## config.mk

```make
export PLATFORM = sky130hd
export DESIGN_NAME = gtr_search
export DESIGN_NICKNAME = d
export VERILOG_FILES = /design/src/gtr_pkg.sv /design/src/gtr_search.sv
export SDC_FILE = /design/constraint.sdc
export NUM_CORES = 1
export LEC_CHECK = 0
export BUFFER_PORTS_ARGS = -buffer_cell sky130_fd_sc_hd__buf_2
export CORE_ASPECT_RATIO = 1.75
export CORE_UTILIZATION = 35
export DETAILED_ROUTE_END_ITERATION = 10
export PLACE_DENSITY = 0.73
export SETUP_SLACK_MARGIN = 0.02
export SYNTH_ARGS = -nofsm -noshare
export SYNTH_HDL_FRONTEND = slang
export SYNTH_SLANG_ARGS = --single-unit
```

## constraint.sdc

```tcl
create_clock -name clk_i -period 3 [get_ports clk_i]
set_input_delay 0.6 -clock clk_i [delete_from_list [all_inputs] [get_ports clk_i]]
set_output_delay 0.6 -clock clk_i [all_outputs]
set_load 0.01 [all_outputs]
```

## src/gtr_pkg.sv

```systemverilog
// Package for the glyph text renderer: shared constants, types and helpers.
// No dependencies.
`timescale 1ns / 1ps

package gtr_pkg;

  localparam int GTR_TABLE_ENTRIES = 256;
  localparam int GTR_GLYPH_DIM     = 8;

  localparam int CFG_W    = 9;
  localparam int SLOT_W   = 8;
  localparam int CODE_W   = 16;
  localparam int DIM_W    = 4;
  localparam int SIZE_W   = 6;
  localparam int BITMAP_W = 64;
  localparam int ORIGIN_W = 12;
  localparam int COLOR_W  = 24;
  localparam int PIX_W    = 13;
  localparam int POS_W    = 6;

  localparam logic REQ_LOAD = 1'b0;
  localparam logic REQ_DRAW = 1'b1;

  typedef struct packed {
    logic [CODE_W-1:0]   code;
    logic [SIZE_W-1:0]   size;   // [2:0] width-1, [5:3] height-1
    logic [BITMAP_W-1:0] bits;
  } gtr_entry_t;

  typedef struct packed {
    logic done;
    logic found;
  } gtr_hit_t;

  // Clamp a glyph dimension to 1..dim and return it minus one.
  function automatic logic [2:0] clamp_dim_m1(logic [DIM_W-1:0] v, int dim);
    logic [2:0] r;
    if (v == '0) begin
      r = 3'd0;
    end else if (int'(v) > dim) begin
      r = 3'(dim - 1);
    end else begin
      r = 3'(v - 4'd1);
    end
    return r;
  endfunction

endpackage

```

## src/gtr_search.sv

```systemverilog
// Binary search sequencer over the glyph table; each probe is a registered read.
// Depends on gtr_pkg; drives the read port of gtr_glyph_mem.
`timescale 1ns / 1ps

module gtr_search #(
  parameter int TABLE_ENTRIES = gtr_pkg::GTR_TABLE_ENTRIES,
  parameter int IDX_W         = (TABLE_ENTRIES > 1) ? $clog2(TABLE_ENTRIES) : 1
) (
  input  logic                          clk_i,
  input  logic                          rst_ni,
  input  logic                          start_i,
  input  logic [gtr_pkg::CODE_W-1:0]    code_i,
  input  logic [gtr_pkg::CFG_W-1:0]     count_i,
  output logic                          rd_en_o,
  output logic [IDX_W-1:0]              rd_addr_o,
  input  gtr_pkg::gtr_entry_t           rd_data_i,
  output gtr_pkg::gtr_hit_t             hit_o
);

  localparam int CNT_W = $clog2(TABLE_ENTRIES + 1);
  localparam int CMP_W = (CNT_W > gtr_pkg::CFG_W) ? CNT_W : gtr_pkg::CFG_W;

  localparam logic [1:0] S_IDLE  = 2'd0;
  localparam logic [1:0] S_PROBE = 2'd1;
  localparam logic [1:0] S_CMP   = 2'd2;

  logic [1:0]                  state_q, state_d;
  logic [CNT_W-1:0]            lo_q, lo_d, hi_q, hi_d;   // hi is exclusive
  logic [IDX_W-1:0]            mid_q, mid_d;
  logic [gtr_pkg::CODE_W-1:0]  code_q, code_d;
  logic [CNT_W:0]              sum;
  logic [CMP_W-1:0]            cnt_ext;
  logic [CNT_W-1:0]            n_clamped;

  assign cnt_ext   = CMP_W'(count_i);
  assign n_clamped = (cnt_ext > CMP_W'(TABLE_ENTRIES)) ? CNT_W'(TABLE_ENTRIES)
                                                       : CNT_W'(cnt_ext);
  assign sum       = (CNT_W + 1)'(lo_q) + (CNT_W + 1)'(hi_q) - (CNT_W + 1)'(1);

  always_comb begin
    state_d   = state_q;
    lo_d      = lo_q;
    hi_d      = hi_q;
    mid_d     = mid_q;
    code_d    = code_q;
    rd_en_o   = 1'b0;
    rd_addr_o = IDX_W'(sum >> 1);
    hit_o     = '0;
    unique case (state_q)
      S_IDLE: begin
        if (start_i) begin
          lo_d    = '0;
          hi_d    = n_clamped;
          code_d  = code_i;
          state_d = S_PROBE;
        end
      end
      S_PROBE: begin
        if (lo_q >= hi_q) begin
          hit_o.done = 1'b1;
          state_d    = S_IDLE;
        end else begin
          rd_en_o = 1'b1;
          mid_d   = IDX_W'(sum >> 1);
          state_d = S_CMP;
        end
      end
      S_CMP: begin
        if (rd_data_i.code == code_q) begin
          hit_o.done  = 1'b1;
          hit_o.found = 1'b1;
          state_d     = S_IDLE;
        end else begin
          if (rd_data_i.code < code_q) begin
            lo_d = CNT_W'(mid_q) + CNT_W'(1);
          end else begin
            hi_d = CNT_W'(mid_q);
          end
          state_d = S_PROBE;
        end
      end
      default: state_d = S_IDLE;
    endcase
  end

  always_ff @(posedge clk_i or negedge rst_ni) begin
    if (!rst_ni) begin
      state_q <= S_IDLE;
    end else begin
      state_q <= state_d;
    end
  end

  always_ff @(posedge clk_i) begin
    lo_q   <= lo_d;
    hi_q   <= hi_d;
    mid_q  <= mid_d;
    code_q <= code_d;
  end

endmodule

```

==> results.yml <==
min_path:
  hp-class: "in -> async"
yosys:
  synthCells: 270
  ys_top_cells_by_area: "edfxtp_1 44%, ha_1 20%, inv_1 7.1%, nand2_1 2.8%, o21ai_0 2.6%"
  synth_fp_nets: 430
  post_synth.cell_area_avg_um2: 10.5
  yosysUniqueCellTypes: 37
  ys_seq_elements: 44
  synth_top_area_cell: "edfxtp_1"
  synth_warnings: 0
  synth_area_um2: 2850
  synth.yosys.seq_area_share: 0.460
  synth_top_cell_area_share: 0.443
die:
  row_count: 43
  core_um2: 7910
  die_y_um: 121
  start_util: 0.360
  io_pins: 125
  die-area_um2: 8520
  fp.dieW_um: 70.2
timing:
  layout_min_cycle_time_ns: 2.99
  rsz0062_at_grt: "yes"
  tightest_slew_ns: 0.651
  fin_crit_sh: 0.997
  slew_headroom: 0.566
  fin_skew_ns: 0.00729
  max_freq_mhz: 334
  slew_viol_final: 0
  hold_violations: 0
  setup_viol: 0
  finalWorstSetupSlack_ns: 0.00904
  worst_hold_slack_ns: 0.0862
clock_tree:
  cts_tree: "yes"
  cts_buffers: 5
  htreeDepth: 2
  clockBufferDepth: 2
  cts_root_buffer: "clkbuf_16"
  clock_sinks: 44
  cts.hold.buffers_added: 0
  clk_pin_slew_worst_paths_ns: 0.06
  clkLatencyLatePin_ns: 0.28
critical_path:
  r2r_start: "lo_q[2]"
  cp-start-kind: "register"
  r2r_setup_slack_ns: 0.18
  cp-end-kind: "output pin"
  r2r_cells: 15
  setup.worst_path.class: "reg -> out"
  worstPathArrival_ns: 2.39
  setup.worst_path.start: "lo_q[1]"
  path_max_fanout: 3
  cp.required_ns: 2.40
power_and_ir_drop:
  ir_drop_v: 0.000523
  power.density_nw_per_um2: 1500
  p_leak_nw: 1.69
routing:
  vias: 2200
  drc_errors: 0
  via_per_inst: 4.98
  wirelength_um: 6260
  firstDrtPassIters: 4
  drt-initial-drc-count: 64
  ant_nets: 0
  wl_per_cell_um: 14.2
placement:
  io_buffers: 54
  dpl_cell_area_um2: 3280
  gp_congestion: 0.776
  place_hpwl_um: 4970
  post-place-ws_ns: 0.0184
layout:
  drive_above_1_share: 0.341
  area_growth_pct: 30.3
  final_nets: 511
  fillers: 706
  multi_input_area_um2: 1490
  regArea_um2: 1310
  design_area_um2: 3710
  antenna_cells: 0
grt:
  grt_pass1_wl_um: 10200
  antenna_found_initial: 0
  grt_max_degree: 20
  grt_usage: 0.157
  gr-total-overflow: 0
  grt_pass1_vias: 2438
job:
  drv_cap: 0
outcome:
  status: "complete, no violations"
==> repair_timing <==
| item | CTS | global route |
|---|---|---|
| pin swaps | 15 | 14 |
| endpoints found under the setup margin | 5 | 6 |
| gates resized for setup | 27 | 12 |
| buffers inserted | 13 | 3 |
==> synth_stat cells <==
cell type and count:
inv_2 2, a22o_1 1, and2_2 1, nand3_1 6, mux2i_1 1, edfxtp_1 42, o31ai_1 1, a21o_1 3
ha_1 45, o221a_1 1, o41ai_1 2, a21boi_0 4, xnor2_1 7, o21a_1 1, xor2_1 1, clkbuf_1 2
a211o_1 2, nor3_1 3, or3_4 2, dfrtp_1 2, or3_1 3, a211oi_1 2, inv_1 54, fa_1 1
or4_4 1, a211oi_2 1, a21oi_1 12, o211ai_1 2, nor2_1 8, nand4_2 1, or4_1 1, and2_1 5
nand4_1 6, o21ai_0 15, nor2b_1 6, nand2_1 21, nand3b_1 2
==> kinds of logic (layout without fill, tap and decap cells) <==
| kind of cell | after synthesis | count (layout) | synth area share |
|---|---|---|---|
| AND/OR/NAND/NOR | 66 | 66 | 0.125 |
| buffers and inverters | 58 | 140 | 0.0765 |
| AO/OA/AOI/OAI | 47 | 47 | 0.105 |
| adder cells (fa/ha/maj) | 46 | 46 | 0.205 |
| flip-flops | 44 | 44 | 0.460 |
| XOR/XNOR | 8 | 8 | 0.0246 |
| multiplexers | 1 | 1 | 0.00352 |
==> placed cells by master, fill, tap and decap left out, types with 6 or more instances in the layout <==
cell	instances
edfxtp_1	42
inv_1	45
o21ai_0	13
buf_4	21
inv_2	9
xnor2_1	7
nand4_1	6
buf_2	53
nor2_1	7
ha_1	35
a21oi_1	11
nand2_1	21
ha_4	10
==> through the flow <==
stage                      util  setup TNS, ns  power (W)  instances
final                     0.469              0    0.00558        442
after global routing      0.469         -0.204    0.00605        442
after CTS                 0.458        -0.0475    0.00548        440
after global placement    0.414              0    0.00383        419
after detailed placement  0.414              0    0.00397        419
after floorplan               -              0    0.00295        270
==> registers in the layout, indices dropped and copies added, names as in the netlist <==
name and count:
hi_q 9, lo_q 9, mid_q 8, code_q 16, state_q 2
==> worst max-delay path, cell delays in order, from the launching register on <==
cell      delay (ns)
edfxtp_1        0.35
inv_2           0.05
ha_4            0.27
inv_4           0.03
ha_4            0.15
inv_2           0.05
fa_2            0.20
nor2b_2         0.05
o21ai_2         0.15
a21boi_2        0.10
or4_4           0.52
nand3_2         0.09
buf_6           0.10
==> final timing paths <==
kind | endpoint
max in group asynchronous | state_q[0]
max reg2reg | mid_q[7]
min | state_q[1]
min reg2reg | state_q[1]
max | rd_addr_o[6]
min in group clk_i | code_q[1]
==> area by class of cell <==
cell class	count	area share
clock buffer	7	0.0358
clock inverter	1	0.00135
inverter	56	0.0580
multi-input combinational	168	0.401
sequential	44	0.353
tap	90	0.0304
timing repair buffer	76	0.120
==> power breakdown <==
group / total (W) / internal (W) / switching (W) / leakage, nW
registers: 0.00125 / 0.00111 / 0.000139 / 0.428
logic: 0.00381 / 0.00188 / 0.00193 / 1.20
clock network: 0.000519 / 0.000308 / 0.000212 / 0.0679
==> routing by layer <==
metal	global-route usage	vias up	part of all wire
met4	0.0713	0	0.025
met2	0.340	63	0.59
li1	-	1095	-
met3	0.0291	11	0.047
met1	0.126	1031	0.34
met5	0	-	0
No activity file was read; power rests on OpenSTA's default activity.
