--- src/gtr_pkg.sv ---
// Package for the glyph text renderer: shared constants, types and helpers.
// No dependencies.
`timescale 1ns / 1ps

package gtr_pkg;

  localparam int GTR_TABLE_ENTRIES = 256;
  localparam int GTR_GLYPH_DIM     = 8;

  localparam int CFG_W    = 9;
  localparam int SLOT_W   = 8;
  localparam int CODE_W   = 16;
  localparam int DIM_W    = 4;
  localparam int SIZE_W   = 6;
  localparam int BITMAP_W = 64;
  localparam int ORIGIN_W = 12;
  localparam int COLOR_W  = 24;
  localparam int PIX_W    = 13;
  localparam int POS_W    = 6;

  localparam logic REQ_LOAD = 1'b0;
  localparam logic REQ_DRAW = 1'b1;

  typedef struct packed {
    logic [CODE_W-1:0]   code;
    logic [SIZE_W-1:0]   size;   // [2:0] width-1, [5:3] height-1
    logic [BITMAP_W-1:0] bits;
  } gtr_entry_t;

  typedef struct packed {
    logic done;
    logic found;
  } gtr_hit_t;

  // Clamp a glyph dimension to 1..dim and return it minus one.
  function automatic logic [2:0] clamp_dim_m1(logic [DIM_W-1:0] v, int dim);
    logic [2:0] r;
    if (v == '0) begin
      r = 3'd0;
    end else if (int'(v) > dim) begin
      r = 3'(dim - 1);
    end else begin
      r = 3'(v - 4'd1);
    end
    return r;
  endfunction

endpackage

--- src/gtr_pix_if.sv ---
// Pixel write channel interface of the glyph text renderer.
// Depends on gtr_pkg.
`timescale 1ns / 1ps

interface gtr_pix_if;
  logic                         valid;
  logic                         ready;
  logic [gtr_pkg::PIX_W-1:0]    pixel_x;
  logic [gtr_pkg::PIX_W-1:0]    pixel_y;
  logic [gtr_pkg::COLOR_W-1:0]  pixel_color;
  logic                         pixel_valid;
  logic                         glyph_found;
  logic                         last;

  modport source (
    output valid, pixel_x, pixel_y, pixel_color, pixel_valid, glyph_found, last,
    input  ready
  );
  modport sink (
    input  valid, pixel_x, pixel_y, pixel_color, pixel_valid, glyph_found, last,
    output ready
  );
endinterface

--- src/gtr_dot_scan.sv ---
// Dot scanner: steps the clipped bitmap one position a cycle, held at a set dot
// on pix stalls; emits pixel items via an output register. Depends on gtr_pkg, gtr_pix_if.
`timescale 1ns / 1ps

module gtr_dot_scan (
  input  logic                          clk_i,
  input  logic                          rst_ni,
  input  gtr_pkg::gtr_hit_t             hit_i,
  input  gtr_pkg::gtr_entry_t           entry_i,
  input  logic [gtr_pkg::ORIGIN_W-1:0]  origin_x_i,
  input  logic [gtr_pkg::ORIGIN_W-1:0]  origin_y_i,
  input  logic [gtr_pkg::COLOR_W-1:0]   color_i,
  output logic                          busy_o,
  gtr_pix_if.source                     pix
);

  localparam logic [1:0] S_IDLE = 2'd0;
  localparam logic [1:0] S_RUN  = 2'd1;
  localparam logic [1:0] S_NONE = 2'd2;

  logic [1:0]                      state_q, state_d;
  logic [gtr_pkg::BITMAP_W-1:0]    rem_q, rem_d, rem_clr, masked;
  logic [gtr_pkg::POS_W-1:0]       pos_q, pos_d;
  logic                            found_q, found_d;
  logic [gtr_pkg::ORIGIN_W-1:0]    ox_q, ox_d, oy_q, oy_d;
  logic [gtr_pkg::COLOR_W-1:0]     col_q, col_d;

  logic                            ovld_q, ovld_d;
  logic [gtr_pkg::PIX_W-1:0]       px_q, px_d, py_q, py_d;
  logic [gtr_pkg::COLOR_W-1:0]     pc_q, pc_d;
  logic                            pv_q, pv_d, pf_q, pf_d, pl_q, pl_d;
  logic                            out_free;

  // clip to glyph width and height; bit 8y+x is row y, column x
  always_comb begin
    for (int i = 0; i < gtr_pkg::BITMAP_W; i++) begin
      masked[i] = entry_i.bits[i] && (3'(i % 8) <= entry_i.size[2:0])
                  && (3'(i / 8) <= entry_i.size[5:3]);
    end
  end

  assign rem_clr  = rem_q & ~(gtr_pkg::BITMAP_W'(1) << pos_q);
  assign out_free = !ovld_q || pix.ready;

  always_comb begin
    state_d = state_q;
    rem_d   = rem_q;
    pos_d   = pos_q;
    found_d = found_q;
    ox_d    = ox_q;
    oy_d    = oy_q;
    col_d   = col_q;
    ovld_d  = ovld_q && !pix.ready;
    px_d    = px_q;
    py_d    = py_q;
    pc_d    = pc_q;
    pv_d    = pv_q;
    pf_d    = pf_q;
    pl_d    = pl_q;
    unique case (state_q)
      S_IDLE: begin
        if (hit_i.done) begin
          found_d = hit_i.found;
          ox_d    = origin_x_i;
          oy_d    = origin_y_i;
          col_d   = color_i;
          pos_d   = '0;
          rem_d   = hit_i.found ? masked : '0;
          state_d = (hit_i.found && masked != '0) ? S_RUN : S_NONE;
        end
      end
      S_RUN: begin
        if (rem_q[pos_q]) begin
          if (out_free) begin
            ovld_d = 1'b1;
            px_d   = gtr_pkg::PIX_W'(ox_q) + gtr_pkg::PIX_W'(pos_q[2:0]);
            py_d   = gtr_pkg::PIX_W'(oy_q) + gtr_pkg::PIX_W'(pos_q[5:3]);
            pc_d   = col_q;
            pv_d   = 1'b1;
            pf_d   = 1'b1;
            pl_d   = (rem_clr == '0);
            rem_d  = rem_clr;
            pos_d  = pos_q + 1'b1;
            if (rem_clr == '0) begin
              state_d = S_IDLE;
            end
          end
        end else begin
          pos_d = pos_q + 1'b1;
        end
      end
      S_NONE: begin
        if (out_free) begin
          ovld_d  = 1'b1;
          px_d    = '0;
          py_d    = '0;
          pc_d    = '0;
          pv_d    = 1'b0;
          pf_d    = found_q;
          pl_d    = 1'b1;
          state_d = S_IDLE;
        end
      end
      default: state_d = S_IDLE;
    endcase
  end

  always_ff @(posedge clk_i or negedge rst_ni) begin
    if (!rst_ni) begin
      state_q <= S_IDLE;
      ovld_q  <= 1'b0;
    end else begin
      state_q <= state_d;
      ovld_q  <= ovld_d;
    end
  end

  always_ff @(posedge clk_i) begin
    rem_q   <= rem_d;
    pos_q   <= pos_d;
    found_q <= found_d;
    ox_q    <= ox_d;
    oy_q    <= oy_d;
    col_q   <= col_d;
    px_q    <= px_d;
    py_q    <= py_d;
    pc_q    <= pc_d;
    pv_q    <= pv_d;
    pf_q    <= pf_d;
    pl_q    <= pl_d;
  end

  assign busy_o          = (state_q != S_IDLE);
  assign pix.valid       = ovld_q;
  assign pix.pixel_x     = px_q;
  assign pix.pixel_y     = py_q;
  assign pix.pixel_color = pc_q;
  assign pix.pixel_valid = pv_q;
  assign pix.glyph_found = pf_q;
  assign pix.last        = pl_q;

endmodule
--- src/flat_wrapper.sv ---
// flat-port wrapper written by rule: the top's interface ports become plain ports
module gtr_dot_scan_flat 
  (clk_i, rst_ni, hit_i, entry_i, origin_x_i, origin_y_i, color_i, busy_o, pix_valid, pix_pixel_x, pix_pixel_y, pix_pixel_color, pix_pixel_valid, pix_glyph_found, pix_last, pix_ready);
  gtr_pix_if pix_i ();
  input  logic clk_i;
  input  logic rst_ni;
  input  gtr_pkg::gtr_hit_t hit_i;
  input  gtr_pkg::gtr_entry_t entry_i;
  input  logic [gtr_pkg::ORIGIN_W-1:0] origin_x_i;
  input  logic [gtr_pkg::ORIGIN_W-1:0] origin_y_i;
  input  logic [gtr_pkg::COLOR_W-1:0] color_i;
  output logic busy_o;
  output wire logic [$bits(pix_i.valid)-1:0] pix_valid;
  output wire logic [$bits(pix_i.pixel_x)-1:0] pix_pixel_x;
  output wire logic [$bits(pix_i.pixel_y)-1:0] pix_pixel_y;
  output wire logic [$bits(pix_i.pixel_color)-1:0] pix_pixel_color;
  output wire logic [$bits(pix_i.pixel_valid)-1:0] pix_pixel_valid;
  output wire logic [$bits(pix_i.glyph_found)-1:0] pix_glyph_found;
  output wire logic [$bits(pix_i.last)-1:0] pix_last;
  input wire logic [$bits(pix_i.ready)-1:0] pix_ready;
  assign pix_valid = pix_i.valid;
  assign pix_pixel_x = pix_i.pixel_x;
  assign pix_pixel_y = pix_i.pixel_y;
  assign pix_pixel_color = pix_i.pixel_color;
  assign pix_pixel_valid = pix_i.pixel_valid;
  assign pix_glyph_found = pix_i.glyph_found;
  assign pix_last = pix_i.last;
  assign pix_i.ready = pix_ready;
  gtr_dot_scan u_core (.clk_i(clk_i), .rst_ni(rst_ni), .hit_i(hit_i), .entry_i(entry_i), .origin_x_i(origin_x_i), .origin_y_i(origin_y_i), .color_i(color_i), .busy_o(busy_o), .pix(pix_i));
endmodule
--- config.mk ---
export PLATFORM = sky130hd
export DESIGN_NAME = gtr_dot_scan_flat
export DESIGN_NICKNAME = d
export VERILOG_FILES = /design/src/gtr_pkg.sv /design/src/gtr_pix_if.sv /design/src/gtr_dot_scan.sv /design/src/flat_wrapper.sv
export SDC_FILE = /design/constraint.sdc
export NUM_CORES = 1
export LEC_CHECK = 0
export ABC_CLOCK_PERIOD_IN_PS = 7300
export BUFFER_PORTS_ARGS = -buffer_cell sky130_fd_sc_hd__buf_2
export CORE_MARGIN = 5
export CORE_UTILIZATION = 57
export CTS_BUF_LIST = sky130_fd_sc_hd__clkbuf_2
export CTS_CLUSTER_DIAMETER = 60
export DETAILED_ROUTE_END_ITERATION = 6
export GPL_ROUTABILITY_DRIVEN = 0
export MAX_ROUTING_LAYER = met4
export PLACE_DENSITY = 0.93
export REMOVE_ABC_BUFFERS = 1
export SLEW_MARGIN = 20
export SYNTH_ARGS = -nofsm -noshare
export SYNTH_HDL_FRONTEND = slang
export SYNTH_SLANG_ARGS = --single-unit
--- constraint.sdc ---
create_clock -name clk_i -period 7.3 [get_ports clk_i]
set_input_delay 0.73 -clock clk_i [delete_from_list [all_inputs] [get_ports clk_i]]
set_output_delay 0.73 -clock clk_i [all_outputs]
set_load 0.02 [all_outputs]
==> impl_metrics.yaml, run 1 <==
clock_tree:
  cts_buffers: 17
  cts_sinks: 175
  cts_buffer_depth: 2
  insertion_delay_ns: 0.80
  htree_levels: 4
  cts_root_buffer: "clkbuf_2"
  post_cts_buffers: 0
  cts_tree: "done"
  clk_pin_slew_ns: 0.30
final_layout:
  areaGrowthSynthToFinish_pct: 13.4
  finish.utilization: 0.653
  drive_above_1_share: 0.246
  multiInputGateArea_mm2: 0.00388
  seqCellArea_mm2: 0.00524
  nets: 1138
  n_fill_cell: 1173
timing:
  relSlewSlack: 0.267
  drv_slew: 0
  final_hold_viol_count: 0
  fmax_mhz: 226
  tns_ns: 0
  rsz0062_at_grt: "no"
  period_needed_ns: 4.43
  fin_crit_sh: 0.606
  setup_violations: 0
  clock_skew_ns: 0.0428
  worstMarginPinSlew_ns: 1.10
worst_setup_path:
  critPathTopFamily: "simple AND/OR/NAND/NOR gates"
  cp-end-kind: "flip-flop"
  reg2reg_setup_slack_ns: 2.87
  arrival_ns: 5.18
  regToRegEndpoint: "u_core.state_q[1]$_DFFE_PN0P_"
  required_ns: 8.06
  path_cells: "inv_1 -> ha_1 -> or3b_4 -> o21ai_0 -> nand4_1 -> nor4_1 -> nand4_1 -> o31ai_4 -> mux2_4 -> nand2_2"
  cp.depth: 10
  reg2reg_from: "u_core.pos_q[1]$_SDFFCE_PN0P_"
  crit_end: "u_core.state_q[1]$_DFFE_PN0P_"
  worstPathMaxFanout: 23
  r2r_cells: 10
  max_stage_delay_ns: 0.91
  path_class: "flip-flop to flip-flop"
  startpoint_type: "flip-flop"
  cp.buffers_inverters: 1
  critPathMostFrequentCell: "nand4_1"
  slowest_stage: "edfxtp_1"
  crit_path_start: "u_core.pos_q[1]$_SDFFCE_PN0P_"
power:
  clkPwrFrac: 0.126
  ir_worst_vdd_v: 0.000282
  pwr-share-seq: 0.459
  combPwrFrac: 0.415
  leakagePower_nw: 3.96
  switching_share: 0.440
  p_switching_mw: 1.90
  intPower_mw: 2.42
  power_density_mw_per_mm2: 404
run_status:
  outcome: "finished with violations"
  violations: "DRC"
die:
  die_x_um: 139
  core-area_mm2: 0.0164
  dieHeight_um: 139
  die_area_mm2: 0.0193
  num_rows: 47
  initial_core_util: 0.576
  io_pins: 194
logic_synthesis:
  yosysSeqAreaShare: 0.555
  synth_seq_cells: 175
  netlist_area_mm2: 0.00945
  synth_edf_count: 172
  yosysWarnings: 0
  syn_avg_cell_area_um2: 11.3
  async_reset_ff_frac: 0.0171
  synth_ff_type: "edfxtp_1"
  synth_cell_types: 77
  syn_inst: 833
global_route:
  track_usage: 0.288
  grt_pass1_wl_um: 42600
  grt.overflow.total: 0
  antenna_found_initial: 1
  grt_pass1_vias: 7901
  grt_max_degree: 65
drt:
  dr.pass1.iters: 7
  drtIter0Drc: 1589
  via_per_inst: 6.81
  drt_wl_total_um: 27700
  wire_per_inst_um: 22.8
  drcViolationCount: 4
  antenna_left: 0
  vias: 8292
placed_design:
  place_hpwl_um: 20000
  io_buffers: 177
run:
  cap_violations: 0
worst_hold_path:
  hold_path_class: "primary input to flip-flop"
-- cell families (layout without fill, tap and decap cells) --
group | Yosys count | in the layout | synth area share
flip-flops | 175 | 175 | 0.555
adder cells (fa/ha/maj) | 17 | 17 | 0.0241
XOR/XNOR | 13 | 13 | 0.0121
buffers and inverters | 78 | 240 | 0.0368
multiplexers | 24 | 24 | 0.0479
AO/OA/AOI/OAI | 247 | 247 | 0.168
AND/OR/NAND/NOR | 279 | 279 | 0.156
other | 0 | 2 | 0
-- metrics by stage --
step / instances / setup slack, ns / hold slack (ns) / area, um^2 / power, mW
after global routing: 1216 / 2.95 / 0.00222 / 10700 / 4.52
after global placement: 1181 / 3.43 / 0.483 / 10400 / 3.64
after floorplan: 778 / 1.53 / 0.434 / 9190 / 3.10
after detailed placement: 1181 / 3.42 / 0.500 / 10400 / 3.74
after CTS: 1214 / 3.31 / 0.0346 / 10700 / 4.28
final: 1217 / 2.87 / 0.0845 / 10700 / 4.33
-- synthesized netlist by cell type, types with 5 or more instances --
cell	number	share of area
o21ai_0	94	0.050
nand3_1	60	0.032
o32ai_1	10	0.0093
and3_1	6	0.0040
mux2_2	7	0.0083
mux4_2	8	0.019
and2_1	5	0.0033
nor2b_1	37	0.024
nand2_1	51	0.020
a21oi_1	31	0.016
a21o_1	11	0.0087
clkbuf_1	33	0.013
xor2_1	10	0.0093
or3_1	7	0.0046
o21ai_1	10	0.0053
ha_1	15	0.020
nor2_1	38	0.015
o211ai_1	22	0.017
nor4_1	5	0.0033
a211oi_1	7	0.0056
nand4_1	23	0.015
edfxtp_1	172	0.55
mux4_1	6	0.017
buf_2	13	0.0069
o21a_1	5	0.0040
nand2b_1	8	0.0053
nand3b_1	7	0.0056
inv_1	22	0.0087
nor3_1	15	0.0079
o22ai_1	9	0.0060
-- metal layers --
layer  global-route usage  share of wire  up-vias
met5                    -              0        -
met4                0.127          0.058        0
met3               0.0769           0.14      185
met2                0.456           0.46      846
met1                0.352           0.35     3721
li1                     -              -     3540
-- power by group through the flow --
stage / Sequential, mW / Clock, mW / Combinational (mW)
after floorplan: 2.17 / 0 / 0.925
after CTS: 1.97 / 0.551 / 1.76
after global routing: 2.02 / 0.593 / 1.91
after detailed placement: 2.00 / 0 / 1.74
final: 1.99 / 0.547 / 1.80
after global placement: 1.96 / 0 / 1.68
-- worst reg2reg max path, stage by stage, from the launching register on --
cell	delay, ns
edfxtp_1	0.91
inv_1	0.37
ha_1	0.42
or3b_4	0.45
o21ai_0	0.70
nand4_1	0.24
nor4_1	0.29
nand4_1	0.28
o31ai_4	0.36
mux2_4	0.33
nand2_2	0.05
-- final cells by class --
class | count | area share
Clock buffer | 17 | 0.00794
Sequential cell | 175 | 0.489
Clock inverter | 15 | 0.0183
Inverter | 23 | 0.00806
Antenna cell | 2 | 0.000467
Timing Repair Buffer | 185 | 0.0887
Multi-Input combinational cell | 580 | 0.362
Tap cell | 220 | 0.0257
-- registers in the layout, summed over array words and instances, names as in the netlist --
name / count
u_core.rem_q: 64
u_core.col_q: 24
u_core.pix.pixel_color: 24
u_core.pix.pixel_x: 13
u_core.pix.pixel_y: 13
u_core.ox_q: 12
u_core.oy_q: 12
u_core.pos_q: 6
u_core.state_q: 2
u_core.found_q: 1
u_core.pix.glyph_found: 1
u_core.pix.last: 1
u_core.pix.pixel_valid: 1
u_core.pix.valid: 1
-- how the worst min path moves through the flow --
stage                             start                                    to  slack (ns)  cells past startpoint
2_1_floorplan                    rst_ni            u_core.pix.valid$_DFF_PN0_        0.43                      0
3_3_place_gp   u_core.found_q$_DFFE_PP_  u_core.pix.glyph_found$_SDFFCE_PN1P_        0.48                      1
3_5_place_dp   u_core.found_q$_DFFE_PP_  u_core.pix.glyph_found$_SDFFCE_PN1P_        0.50                      1
4_1_cts                     color_i[22]            u_core.col_q[22]$_DFFE_PP_        0.03                      1
5_1_grt                     color_i[12]            u_core.col_q[12]$_DFFE_PP_       0.002                      1
6_report                    color_i[12]            u_core.col_q[12]$_DFFE_PP_        0.08                      1
-- timing repair --
item / CTS / global route
hold endpoints to repair: 3 / 1
gates resized for setup: 0 / 0
hold buffers: 1 / 1
-- cell usage in the layout (no fill, tap or decap), types with 7 or more instances in the layout --
cell type | synthesis | routed
nand2b_1 | 8 | 8
clkbuf_2 | 0 | 17
ha_1 | 15 | 14
a21oi_1 | 31 | 30
nor2b_1 | 37 | 37
nor2_1 | 38 | 38
nor3_1 | 15 | 15
o211ai_1 | 22 | 22
o22ai_1 | 9 | 9
or3_1 | 7 | 7
inv_1 | 22 | 22
nand4_1 | 23 | 23
o21ai_0 | 94 | 94
nand3_1 | 60 | 60
mux2_2 | 7 | 7
nand3b_1 | 7 | 7
buf_2 | 13 | 177
o32ai_1 | 10 | 10
edfxtp_1 | 172 | 172
xor2_1 | 10 | 10
a21o_1 | 11 | 11
nand2_1 | 51 | 51
a211oi_1 | 7 | 7
mux4_2 | 8 | 8
o21ai_1 | 10 | 10
Power figures use the tool's default switching activity.
==> run 2: changes to the inputs <==
--- a/config.mk
+++ b/config.mk
@@ -5,16 +5,16 @@
 export SDC_FILE = /design/constraint.sdc
 export NUM_CORES = 1
 export LEC_CHECK = 0
-export ABC_CLOCK_PERIOD_IN_PS = 7300
+export ABC_CLOCK_PERIOD_IN_PS = 3650
 export BUFFER_PORTS_ARGS = -buffer_cell sky130_fd_sc_hd__buf_2
 export CORE_MARGIN = 5
-export CORE_UTILIZATION = 57
+export CORE_UTILIZATION = 52
 export CTS_BUF_LIST = sky130_fd_sc_hd__clkbuf_2
 export CTS_CLUSTER_DIAMETER = 60
 export DETAILED_ROUTE_END_ITERATION = 6
 export GPL_ROUTABILITY_DRIVEN = 0
 export MAX_ROUTING_LAYER = met4
-export PLACE_DENSITY = 0.93
+export PLACE_DENSITY = 0.89
 export REMOVE_ABC_BUFFERS = 1
 export SLEW_MARGIN = 20
 export SYNTH_ARGS = -nofsm -noshare
==> constraint.sdc (replaced) <==
create_clock -name clk_i -period 3.65 [get_ports clk_i]
set_input_delay 0.365 -clock clk_i [delete_from_list [all_inputs] [get_ports clk_i]]
set_output_delay 0.365 -clock clk_i [all_outputs]
set_load 0.02 [all_outputs]
==> impl_metrics.yaml, run 2 (synthesis gave the netlist of run 1 again) <==
die:
  num_rows: 49
  io_pins: 194
  dieHeight_um: 145
  initial_core_util: 0.528
  die_area_mm2: 0.0210
  die_x_um: 145
  core-area_mm2: 0.0179
clock_tree:
  cts_tree: "done"
  cts_sinks: 175
  htree_levels: 4
  insertion_delay_ns: 0.84
  clk_pin_slew_ns: 0.26
  cts_buffer_depth: 2
  cts_root_buffer: "clkbuf_2"
  cts_buffers: 17
drt:
  dr.pass1.iters: 6
  vias: 9041
  via_per_inst: 6.63
  antenna_left: 0
  wire_per_inst_um: 24.0
  drt_wl_total_um: 32800
  drcViolationCount: 0
  drtIter0Drc: 1483
final_layout:
  drive_above_1_share: 0.238
  n_fill_cell: 1216
  nets: 1277
  final_common_cell: "buf_2"
  multiInputGateArea_mm2: 0.00388
  largest_register: "u_core.rem_q"
  largest_reg_flops: 64
  layout_common_cells: "177 x buf_2, 172 x edfxtp_1, 116 x dlygate4sd3_1"
  stdcell_area_mm2: 0.0121
  seqCellArea_mm2: 0.00524
  areaGrowthSynthToFinish_pct: 27.6
power:
  leakagePower_nw: 4.54
  ir_worst_vdd_v: 0.000545
  power_density_mw_per_mm2: 742
  clkPwrFrac: 0.118
  switching_share: 0.439
  intPower_mw: 5.02
  p_switching_mw: 3.93
  pwr-share-seq: 0.442
  combPwrFrac: 0.440
global_route:
  grt_pass1_vias: 8885
  grt.overflow.total: 0
  track_usage: 0.323
  grt_max_degree: 65
  antenna_found_initial: 1
  grt_pass1_wl_um: 49600
worst_hold_path:
  hold_path_class: "primary input to flip-flop"
  hold_depth: 3
run:
  cap_violations: 0
run_status:
  outcome: "complete, no violations"
worst_setup_path:
  arrival_ns: 4.13
  required_ns: 4.41
  max_stage_delay_ns: 0.48
  startpoint_type: "flip-flop"
  path_cells: "buf_4 -> inv_1 -> ha_1 -> or3b_1 -> o21ai_0 -> nand4_1 -> nor4_1 -> buf_4 -> nand4_1 -> o31ai_4 -> mux2_4 -> nand2_2"
  cp-end-kind: "flip-flop"
  path_class: "flip-flop to flip-flop"
  worstPathMaxFanout: 7
  slowest_stage: "edfxtp_1"
  r2r_cells: 12
placed_design:
  place_hpwl_um: 20700
  placed_area_mm2: 0.0106
  io_buffers: 177
timing:
  fmax_mhz: 296
  clock_skew_ns: 0.0644
  tns_ns: 0
  period_needed_ns: 3.37
  fin_crit_sh: 0.924
  relSlewSlack: 0.422
  drv_slew: 0
  rsz0062_at_grt: "no"
  setup_violations: 0
  worstMarginPinSlew_ns: 0.860
  final_hold_viol_count: 0
run 2: final timing paths:
path                                                     from                                    to  slack, ns
worst max-delay path            u_core.pos_q[0]$_SDFFCE_PN0P_         u_core.state_q[1]$_DFFE_PN0P_       0.28
worst min-delay path                              entry_i[20]            u_core.rem_q[20]$_DFFE_PP_       0.11
worst max register to register  u_core.pos_q[0]$_SDFFCE_PN0P_         u_core.state_q[1]$_DFFE_PN0P_       0.28
worst min register to register       u_core.found_q$_DFFE_PP_  u_core.pix.glyph_found$_SDFFCE_PN1P_       0.52
max in group asynchronous                              rst_ni            u_core.pix.valid$_DFF_PN0_       3.12
min in group asynchronous                              rst_ni         u_core.state_q[1]$_DFFE_PN0P_       0.40
run 2: worst max-delay path: cells and delay by family, from the launching register on:
| kind | cells | cell delay, ns |
|---|---|---|
| AOI/OAI and AO/OA | 2 | 0.66 |
| DFF | 1 | 0.48 |
| and+or+nand+nor | 5 | 1.07 |
| buffers and inverters | 3 | 0.45 |
| muxes | 1 | 0.33 |
| adders and majority gates | 1 | 0.34 |
run 2: repair_timing:
item | CTS | global route
hold buffers | 116 | 0
setup buffers | 0 | 0
resized for setup | 0 | 0
hold endpoints to repair | 117 | 0
endpoints found under the setup margin | 0 | 0
run 2: cell type report:
type	instances	area share
Timing Repair Buffer	324	0.191
Clock buffer	18	0.00747
Clock inverter	14	0.0139
Tap cell	229	0.0238
Multi-Input combinational cell	580	0.322
Sequential cell	175	0.435
Inverter	23	0.00716
Antenna cell	1	0.000208
run 2: power by group through the flow:
stage	Clock (mW)	Combinational, mW	Sequential (mW)
2_1_floorplan	0	1.85	4.34
3_3_place_gp	0	3.56	3.88
3_5_place_dp	0	3.68	3.94
4_1_cts	1.02	3.80	3.89
5_1_grt	1.15	4.19	4.00
6_report	1.06	3.93	3.95
run 2: per-stage QoR:
step           setup WS [ns]  hold slack, ns  std cells  power, mW  utilization
3_3_place_gp           0.487           0.161       1215       7.44        0.594
4_1_cts                0.346          0.0266       1363       8.70        0.673
6_report               0.276           0.110       1364       8.95        0.673
2_1_floorplan          -2.01          0.0694        778       6.19            -
3_5_place_dp           0.413           0.163       1215       7.63        0.594
5_1_grt                0.132          0.0513       1364       9.34        0.673
run 2: routing by layer:
metal  wire (um)  vias up  global-route usage
met4        1590        0               0.135
met3        4320      170              0.0864
li1            -     3818                   -
met1       11300     4147               0.383
met5           0        -                   -
met2       15600      906               0.522
==> run 3: changes to the inputs <==
--- a/config.mk
+++ b/config.mk
@@ -14,7 +14,7 @@
 export DETAILED_ROUTE_END_ITERATION = 6
 export GPL_ROUTABILITY_DRIVEN = 0
 export MAX_ROUTING_LAYER = met4
-export PLACE_DENSITY = 0.89
+export PLACE_DENSITY = 0.79
 export REMOVE_ABC_BUFFERS = 1
 export SLEW_MARGIN = 20
 export SYNTH_ARGS = -nofsm -noshare
==> impl_metrics.yaml, run 3 (synthesis gave the netlist of run 1 again) <==
die:
  io_pins: 194
  dieHeight_um: 145
  initial_core_util: 0.528
  die_x_um: 145
  num_rows: 49
  core-area_mm2: 0.0179
  die_area_mm2: 0.0210
clock_tree:
  cts_tree: "done"
  clk_pin_slew_ns: 0.30
  cts_sinks: 175
  cts_buffer_depth: 2
  post_cts_resized: 0
  cts_buffers: 17
  post_cts_buffers: 0
  cts_root_buffer: "clkbuf_2"
  htree_levels: 4
  insertion_delay_ns: 0.80
global_route:
  grt.overflow.total: 0
  grt_pass1_vias: 8595
  busiest_layer: "met2"
  track_usage: 0.306
  grtUsageMet1: 0.369
  met3_usage: 0.0756
  antenna_found_initial: 4
  use_met2: 0.476
  grt_max_degree: 65
  grt_pass1_wl_um: 47300
power:
  ir_worst_vdd_v: 0.000488
  leakagePower_nw: 4.54
  power_density_mw_per_mm2: 748
worst_setup_path:
  path_class: "flip-flop to flip-flop"
  arrival_ns: 4.47
  r2r_cells: 10
  required_ns: 4.38
  startpoint_type: "flip-flop"
  cp-end-kind: "flip-flop"
  worstPathMaxFanout: 6
drt:
  via_per_inst: 6.66
  antenna_left: 0
  dr.pass1.iters: 7
  vias: 9061
  drtIter0Drc: 1518
  drcViolationCount: 24
  wire_per_inst_um: 23.3
  drt_wl_total_um: 31700
run_status:
  violations: "DRC, setup timing"
  outcome: "finished with violations"
final_layout:
  drive_above_1_share: 0.236
  areaGrowthSynthToFinish_pct: 27.6
  nets: 1271
  n_fill_cell: 1278
  stdcell_area_mm2: 0.0121
  final_common_cell: "buf_2"
  layout_common_cells: "177 x buf_2, 172 x edfxtp_1, 114 x dlygate4sd3_1"
  largest_reg_flops: 64
  largest_register: "u_core.rem_q"
timing:
  relSlewSlack: 0.215
  setup_violations: 2
  fmax_mhz: 267
  fin_crit_sh: 1.02
  drv_slew: 0
  fin_ws_ns: -0.0885
  clock_skew_ns: 0.0607
  period_needed_ns: 3.74
  worstMarginPinSlew_ns: 1.17
  tns_ns: -0.104
  final_hold_viol_count: 0
worst_hold_path:
  hold_depth: 3
  hold_path_class: "primary input to flip-flop"
placed_design:
  placed_area_mm2: 0.0106
  io_buffers: 177
  dpl_worst_slack_ns: 0.302
  place_hpwl_um: 21100
run:
  cap_violations: 0
run 3: repair_timing:
| item | CTS | global route |
|---|---|---|
| hold buffers | 113 | 1 |
| endpoints found under the setup margin | 0 | 0 |
| hold endpoints to repair | 115 | 1 |
run 3: worst paths after layout:
path	from	to	slack, ns
worst max-delay path	u_core.pos_q[1]$_SDFFCE_PN0P_	u_core.state_q[1]$_DFFE_PN0P_	-0.09
worst min-delay path	entry_i[16]	u_core.rem_q[16]$_DFFE_PP_	0.1
worst max register to register	u_core.pos_q[1]$_SDFFCE_PN0P_	u_core.state_q[1]$_DFFE_PN0P_	-0.09
worst min register to register	u_core.col_q[2]$_DFFE_PP_	u_core.pix.pixel_color[2]$_SDFFCE_PP0P_	0.56
max in group asynchronous	rst_ni	u_core.pix.valid$_DFF_PN0_	3.05
min in group asynchronous	rst_ni	u_core.state_q[1]$_DFFE_PN0P_	0.45
run 3: per-stage QoR:
stage                     utilization  std cells  total power [mW]  hold WS, ns
after floorplan                     -        778              6.19       0.0694
after global placement          0.592       1211              7.54        0.165
after detailed placement        0.592       1211              7.68        0.168
after CTS                       0.672       1356              8.87       0.0208
after global routing            0.674       1361              9.41       0.0288
final                           0.674       1361              9.02       0.0968
run 3: cell type report:
class                      instances  area, um^2  area share
tap                              229         287      0.0238
multi-input combinational        580        3880       0.321
timing repair buffer             318        2250       0.187
inverter                          23        86.3     0.00716
clock inverter                    15         219      0.0182
sequential                       175        5240       0.435
antenna                            4        10.0    0.000830
clock buffer                      17        85.1     0.00706
run 3: where the power goes:
part | internal, mW | leakage, nW | switching (mW)
Clock | 0.274 | 0.169 | 0.858
Sequential | 3.41 | 1.70 | 0.504
Combinational | 1.37 | 2.67 | 2.61
run 3: per-layer routing:
| metal | vias up | part of all wire |
|---|---|---|
| li1 | 3819 | - |
| met1 | 4126 | 0.33 |
| met2 | 881 | 0.47 |
| met3 | 235 | 0.13 |
| met4 | 0 | 0.069 |
| met5 | - | 0 |
run 3: critical path, stage by stage (launching register included):
cell      delay (ns)
edfxtp_1        0.56
inv_1           0.19
ha_1            0.38
nand3b_1        0.28
o21ai_0         0.50
nand4_1         0.17
nor4_1          0.58
nand4_1         0.30
o31ai_4         0.36
mux2_4          0.33
nand2_2         0.06
